File: src/sv/dcbc_pkg.sv
// ----------------------------------------------------------------------------
// dcbc_pkg
// Shared types, constants and CRC helper functions for the dual CRC-16
// block checker.
// ----------------------------------------------------------------------------
package dcbc_pkg;

   localparam int unsigned CRC_WIDTH  = 16;
   localparam int unsigned BYTE_WIDTH = 8;

   localparam logic [CRC_WIDTH-1:0] CRC_POLY = 16'h8005;
   localparam logic [CRC_WIDTH-1:0] CRC_INIT = 16'h0000;

   typedef struct packed {
      logic [BYTE_WIDTH-1:0] data_byte;
      logic                  last;
      logic [CRC_WIDTH-1:0]  ref_crc;
   } req_payload_type;

   typedef struct packed {
      logic                 match;
      logic [CRC_WIDTH-1:0] crc_plain;
      logic [CRC_WIDTH-1:0] crc_reflected;
   } rsp_payload_type;

   // control from the top level to the CRC core
   typedef struct packed {
      logic advance;   // item leaves the input register this cycle
      logic clear;     // item closes the block: restart both remainders
   } crc_ctrl_type;

   // Shift one byte into the remainder, MSB first.
   function automatic logic [CRC_WIDTH-1:0] crc_byte(
      input logic [CRC_WIDTH-1:0]  rem,
      input logic [BYTE_WIDTH-1:0] data
   );
      logic [CRC_WIDTH-1:0] r;
      logic                 fb;
      r = rem;
      for (int i = BYTE_WIDTH - 1; i >= 0; i--) begin
         fb = r[CRC_WIDTH-1] ^ data[i];
         r  = {r[CRC_WIDTH-2:0], 1'b0};
         if (fb) begin
            r = r ^ CRC_POLY;
         end
      end
      return r;
   endfunction

   function automatic logic [BYTE_WIDTH-1:0] reverse8(input logic [BYTE_WIDTH-1:0] v);
      logic [BYTE_WIDTH-1:0] r;
      for (int i = 0; i < BYTE_WIDTH; i++) begin
         r[i] = v[BYTE_WIDTH-1-i];
      end
      return r;
   endfunction

   function automatic logic [CRC_WIDTH-1:0] reverse16(input logic [CRC_WIDTH-1:0] v);
      logic [CRC_WIDTH-1:0] r;
      for (int i = 0; i < CRC_WIDTH; i++) begin
         r[i] = v[CRC_WIDTH-1-i];
      end
      return r;
   endfunction

endpackage

File: src/sv/dcbc_crc_core.sv
// ----------------------------------------------------------------------------
// dcbc_crc_core
// Holds the plain and reflected CRC-16 remainders and gives their values
// after the current byte, already in output form.
// ----------------------------------------------------------------------------
module dcbc_crc_core (
   input  logic                                 clock,
   input  logic                                 reset,
   input  dcbc_pkg::crc_ctrl_type               ctrl,
   input  logic [dcbc_pkg::BYTE_WIDTH-1:0]      data_byte,
   output logic [dcbc_pkg::CRC_WIDTH-1:0]       crc_plain,
   output logic [dcbc_pkg::CRC_WIDTH-1:0]       crc_reflected
);
   import dcbc_pkg::*;

   logic [CRC_WIDTH-1:0] plain_rem_ff;
   logic [CRC_WIDTH-1:0] plain_rem_in;
   logic [CRC_WIDTH-1:0] refl_rem_ff;
   logic [CRC_WIDTH-1:0] refl_rem_in;
   logic [CRC_WIDTH-1:0] plain_upd;
   logic [CRC_WIDTH-1:0] refl_upd;

   // fold the byte into both remainders; the reflected one takes it LSB first
   always_comb begin
      plain_upd = crc_byte(plain_rem_ff, data_byte);
      refl_upd  = crc_byte(refl_rem_ff, reverse8(data_byte));
   end

   assign crc_plain     = plain_upd;
   assign crc_reflected = reverse16(refl_upd);

   // advance on each item, restart after the last one
   always_comb begin
      plain_rem_in = plain_rem_ff;
      refl_rem_in  = refl_rem_ff;
      if (ctrl.advance) begin
         if (ctrl.clear) begin
            plain_rem_in = CRC_INIT;
            refl_rem_in  = CRC_INIT;
         end else begin
            plain_rem_in = plain_upd;
            refl_rem_in  = refl_upd;
         end
      end
   end

   always_ff @(posedge clock) begin
      if (reset) begin
         plain_rem_ff <= CRC_INIT;
         refl_rem_ff  <= CRC_INIT;
      end else begin
         plain_rem_ff <= plain_rem_in;
         refl_rem_ff  <= refl_rem_in;
      end
   end

endmodule

File: config.mk
export PLATFORM = sky130hd
export DESIGN_NAME = dcbc_crc_core
export DESIGN_NICKNAME = d
export VERILOG_FILES = /design/src/sv/dcbc_pkg.sv /design/src/sv/dcbc_crc_core.sv
export SDC_FILE = /design/constraint.sdc
export NUM_CORES = 1
export LEC_CHECK = 0
export ABC_AREA = 1
export ABC_CLOCK_PERIOD_IN_PS = 2290
export BUFFER_PORTS_ARGS = -buffer_cell sky130_fd_sc_hd__buf_2
export CAP_MARGIN = 20
export CORE_ASPECT_RATIO = 1.75
export CORE_UTILIZATION = 54
export CTS_CLUSTER_DIAMETER = 120
export DETAILED_ROUTE_END_ITERATION = 8
export GPL_TIMING_DRIVEN = 0
export PLACE_DENSITY = 0.79
export SLEW_MARGIN = 20
export SYNTH_ARGS = -nofsm -noshare
export SYNTH_HDL_FRONTEND = slang
export SYNTH_SLANG_ARGS = --single-unit
File: constraint.sdc
create_clock -name clock -period 2.29 [get_ports clock]
set_clock_uncertainty 0.05 [all_clocks]
set_input_delay 0.458 -clock clock [delete_from_list [all_inputs] [get_ports clock]]
set_output_delay 0.458 -clock clock [all_outputs]
set_load 0.01 [all_outputs]
# After elaboration in Yosys (flattened, before gate mapping)
# Cells that the tools add are included.
totals:
  ff_bits: 32
  output_inout_bits: 32
op_classes:
  mux: 18
  bitwise: 32
op_table:
  columns: ["op", "n"]
  rows:
  - ["two-way mux 16 bit", 18]
  - ["inverter 3 bit", 16]
  - ["XOR 1 bit", 16]

# Depth between registers and ports, before layout
logic_depth:
  ltp_word: 17
  ltp_mapped: 18
  ltp_nobuf: 18

# Worst setup path after synthesis
# Ideal clock, no wire load.
synth_timing:
  kind: "input -> output"
  from: "input port data_byte[2] (netlist bit)"
  to: "output port crc_reflected[0] (netlist bit)"
  arrival_time_ns: 1.708
  required_ns: 1.782
  setup_slack_ns: 0.074
  cell_stages: 16
  n_path_buf: 0
  path_cell_list: "inv_1 nand2_1 nand2_1 nand2_1 nand2_1 nand2_1 nand2_1 nand2_2 nand2_1 nand2_2 nand2_2 nand2_1 nand3_2 nand2_2 nand2_1 and2_1"
synth_via:
  elab_chain_len: 12
synth_rtl:
  columns: ["item", "line_no", "rtl"]
  rows:
  - ["start: declaration", "dcbc_crc_core.sv:10", "input logic [dcbc_pkg::BYTE_WIDTH-1:0] data_byte,"]
  - ["XOR 1 bit", "dcbc_pkg.sv:41", "fb = r[CRC_WIDTH-1] ^ data[i];"]
  - ["two-way mux 16 bit", "dcbc_pkg.sv:43", "if (fb) begin"]
  - ["XOR 1 bit", "dcbc_pkg.sv:41", null]
  - ["two-way mux 16 bit", "dcbc_pkg.sv:43", null]
  - ["XOR 1 bit", "dcbc_pkg.sv:41", null]
  - ["two-way mux 16 bit", "dcbc_pkg.sv:43", null]
  - ["XOR 1 bit", "dcbc_pkg.sv:41", null]
  - ["two-way mux 16 bit", "dcbc_pkg.sv:43", null]
  - ["XOR 1 bit", "dcbc_pkg.sv:41", null]
  - ["two-way mux 16 bit", "dcbc_pkg.sv:43", null]
  - ["XOR 1 bit", "dcbc_pkg.sv:41", null]
  - ["two-way mux 16 bit", "dcbc_pkg.sv:43", null]
  - ["end: declaration", "dcbc_crc_core.sv:12", "output logic [dcbc_pkg::CRC_WIDTH-1:0] crc_reflected"]
# No other way between the ends.

# Worst setup path in the final report
layout_timing:
  from: "register refl_rem_ff[13]"
  to: "output port crc_reflected[0] (netlist bit)"
layout_via:
  elab_chain_len: 15
layout_rtl:
  columns: ["item", "line_no", "rtl"]
  rows:
  - ["start: declaration", "dcbc_crc_core.sv:18", "logic [CRC_WIDTH-1:0] refl_rem_ff;"]
  - ["start signal: assignment", "dcbc_crc_core.sv:53", "refl_rem_ff <= refl_rem_in;"]
  - ["two-way mux 16 bit (*)", "dcbc_pkg.sv:43", null]
  - ["inverter 3 bit (no line)", null, null]
  - ["two-way mux 16 bit (*)", "dcbc_pkg.sv:43", null]
  - ["XOR 1 bit (*)", "dcbc_pkg.sv:41", null]
  - ["two-way mux 16 bit (*)", "dcbc_pkg.sv:43", null]
  - ["XOR 1 bit (*)", "dcbc_pkg.sv:41", null]
  - ["two-way mux 16 bit (*)", "dcbc_pkg.sv:43", null]
  - ["XOR 1 bit (*)", "dcbc_pkg.sv:41", null]
  - ["two-way mux 16 bit (*)", "dcbc_pkg.sv:43", null]
  - ["XOR 1 bit (*)", "dcbc_pkg.sv:41", null]
  - ["two-way mux 16 bit (*)", "dcbc_pkg.sv:43", null]
  - ["XOR 1 bit (*)", "dcbc_pkg.sv:41", null]
  - ["two-way mux 16 bit (*)", "dcbc_pkg.sv:43", null]
  - ["XOR 1 bit (*)", "dcbc_pkg.sv:41", null]
  - ["two-way mux 16 bit (*)", "dcbc_pkg.sv:43", null]
# Every way passes the cells marked *; elsewhere a longest branch is shown, timed or not.

==> results.sh <==
export IMPL_outcome="finished with violations"
export IMPL_violations="negative setup slack"
export IMPL_antenna_cells=0
export IMPL_period_needed_ps=2643
export IMPL_critPathArrivalTime_ps=2130
export IMPL_coreArea_um2=3628
export IMPL_setup_ws_ps=-352.5
export IMPL_finalSetupTns_ps=-2049
export IMPL_syn_num_nets=321
export IMPL_relSlewSlack_pct=57.16
export IMPL_leakage_nw=1.459
export IMPL_synthToLayoutAreaGrowth_pct=48.79
export IMPL_critPathLaunchType="flip-flop"
export IMPL_seq_area_frac_synth_pct=30.99
export IMPL_port_buffers=43
export IMPL_placed_cells=398
export IMPL_io_pin_count=44
export IMPL_drt_iter0_drc=103
export IMPL_fp_dieH_um=83.85
export IMPL_clk_latency_ps=290
export IMPL_cts_buffers=5
export IMPL_ys_types=22
export IMPL_drive_above_1_share_pct=51.65
export IMPL_start_util_pct=56.97
export IMPL_syn_inst=309
export IMPL_critPathKind="reg -> out"
export IMPL_synth_area_um2=2067
export IMPL_slew_viol_final=0
export IMPL_power_mw=1.897
export IMPL_fillers=212
export IMPL_fin_nets=404
export IMPL_routedWlPerCell_um=15.95
export IMPL_worstMarginPinSlew_ps=642.7
export IMPL_final_common_cell="nand2_1"
export IMPL_hp_class="in -> reg"
export IMPL_clock_root_buffer="clkbuf_8"
export IMPL_grt_total_usage_pct=30.37
export IMPL_synth_avg_cell_area_um2=6.689
export IMPL_ys_ff_latch=32
export IMPL_vias=2385
export IMPL_crit_fanout=4
export IMPL_dieArea_um2=4089
export IMPL_htree_levels=2
export IMPL_final_cells=439
export IMPL_numClockSinks=32
export IMPL_routabilityCongestion=0.7992
export IMPL_power_density_nw_per_um2=616.8
export IMPL_ant_nets=0
export IMPL_pre_cts_ws_ps=-281.8
export IMPL_dpl_hpwl_um=3637
export IMPL_rsz0062_at_grt="true"
export IMPL_grt_overflow=0
export IMPL_cap_violations=0
export IMPL_rows=29
export IMPL_die_w_um=48.77
export IMPL_reg2reg_slack_ps=200
export IMPL_cts_tree="yes"
export IMPL_grt_start_max_net_pins=11
export IMPL_cts_path_max_buffers=2
export IMPL_synth_warnings=0
export IMPL_end_kind="output port"
export IMPL_min_period_over_period_pct=115.4
export IMPL_hold_violations=0
export IMPL_grt_pass1_wl_um=9570
export IMPL_clk_pin_slew_ps=70
export IMPL_setup_viol=9
export IMPL_grt_pass1_vias=2244
export IMPL_ir_drop_mv=0.5459
export IMPL_fin_hold_ws_ps=320.6
export IMPL_avgViaCountPerCell=5.433
export IMPL_drc_errors=0
export IMPL_timing_critical_path_required_ps=1780
export IMPL_wl_um=7001
export IMPL_max_freq_ghz=0.3784
export IMPL_antenna_found_initial=0
export IMPL_dr_pass1_iters=4
export IMPL_most_common_layout_cells="nand2_1, buf_4, buf_2, nand2_2, a21oi_1"
## area by class of cell
type | count | area (µm²) | share of cell area (%)
plain buffers | 19 | 111.4 | 3.621
clock buffers | 8 | 90.09 | 2.929
inverters | 30 | 115.1 | 3.743
multi-input cells | 228 | 1540 | 50.08
flip-flops and latches | 32 | 654.4 | 21.28
well taps | 46 | 57.56 | 1.871
repair buffers | 76 | 506.7 | 16.48
## per-layer routing
metal | vias up | global-route usage (%) | part of all wire, %
li1 | 1100 | - | -
met1 | 1126 | 28.07 | 34
met2 | 115 | 57.83 | 56
met3 | 44 | 6.011 | 4.6
met4 | 0 | 19.25 | 5.5
met5 | - | 0 | 0
## power breakdown
group / switching (mW) / total (mW) / internal (mW)
clock network: 0.216 / 0.461 / 0.245
logic: 0.460 / 0.829 / 0.369
registers: 0.0239 / 0.607 / 0.583
## metrics by stage
stage | utilization [%] | instance area, µm²
after floorplan | - | 2067
after global placement | 64.48 | 2340
after detailed placement | 64.48 | 2340
after CTS | 77.55 | 2814
after global routing | 84.76 | 3075
final | 84.76 | 3075
## cells in the mapped netlist
cell type | n | share of area (%)
buf_4 | 10 | 3.6
xor2_1 | 11 | 4.7
buf_1 | 1 | 0.18
xor2_2 | 2 | 1.6
nand2_4 | 7 | 3.8
inv_1 | 23 | 4.2
nor2_4 | 1 | 0.54
nand3_4 | 1 | 0.85
xnor2_1 | 9 | 3.8
clkbuf_1 | 6 | 1.1
nor2_1 | 2 | 0.36
inv_2 | 7 | 1.3
a21oi_2 | 3 | 1.3
nand2_1 | 124 | 23
nand2_2 | 15 | 4.5
nand3_2 | 4 | 1.9
buf_2 | 2 | 0.48
dfxtp_1 | 32 | 31
nand3_1 | 16 | 3.9
a21oi_1 | 29 | 7.0
nand3b_1 | 3 | 1.1
and2_1 | 1 | 0.30
## registers in the layout, indices dropped and copies added, names as in the netlist
signal / count
refl_rem_ff: 16
plain_rem_ff: 16
## worst max-delay path, cell delays in order (launching register included)
cell and delay, ps:
dfxtp_2 370, inv_2 40, nand2_1 70, nand2_2 80, nand2_4 100, nand2_4 70, nand2_4 90, nand3_4 110
nand2_4 110, nand2_4 70, nand3_2 70, nand3b_1 200, nand2_4 140, nand2_2 60, and2_1 150, buf_2 130
## cell families after synthesis
| family | share of synthesized area (%) |
|---|---|
| flip-flops | 30.99 |
| XOR/XNOR | 10.05 |
| AND/OR/NAND/NOR | 39.83 |
| AO/OA/AOI/OAI | 8.293 |
| buffers and inverters | 10.84 |
## final timing paths
kind	startpoint	endpoint	depth (start not counted)
max	refl_rem_ff[13]$_SDFFE_PP0P_	crc_reflected[0]	15
min	reset	plain_rem_ff[12]$_SDFFE_PP0P_	2
max reg2reg	plain_rem_ff[15]$_SDFFE_PP0P_	plain_rem_ff[15]$_SDFFE_PP0P_	16
min reg2reg	plain_rem_ff[3]$_SDFFE_PP0P_	plain_rem_ff[11]$_SDFFE_PP0P_	2
## what timing repair did
item,4_1_cts,5_1_grt
gates cloned,0,0
gates resized for setup,59,50
buffers inserted,25,12
endpoints found under the setup margin,9,10
hold buffers,0,0
pin swaps,29,35
No activity file was read; power rests on OpenSTA's default activity.
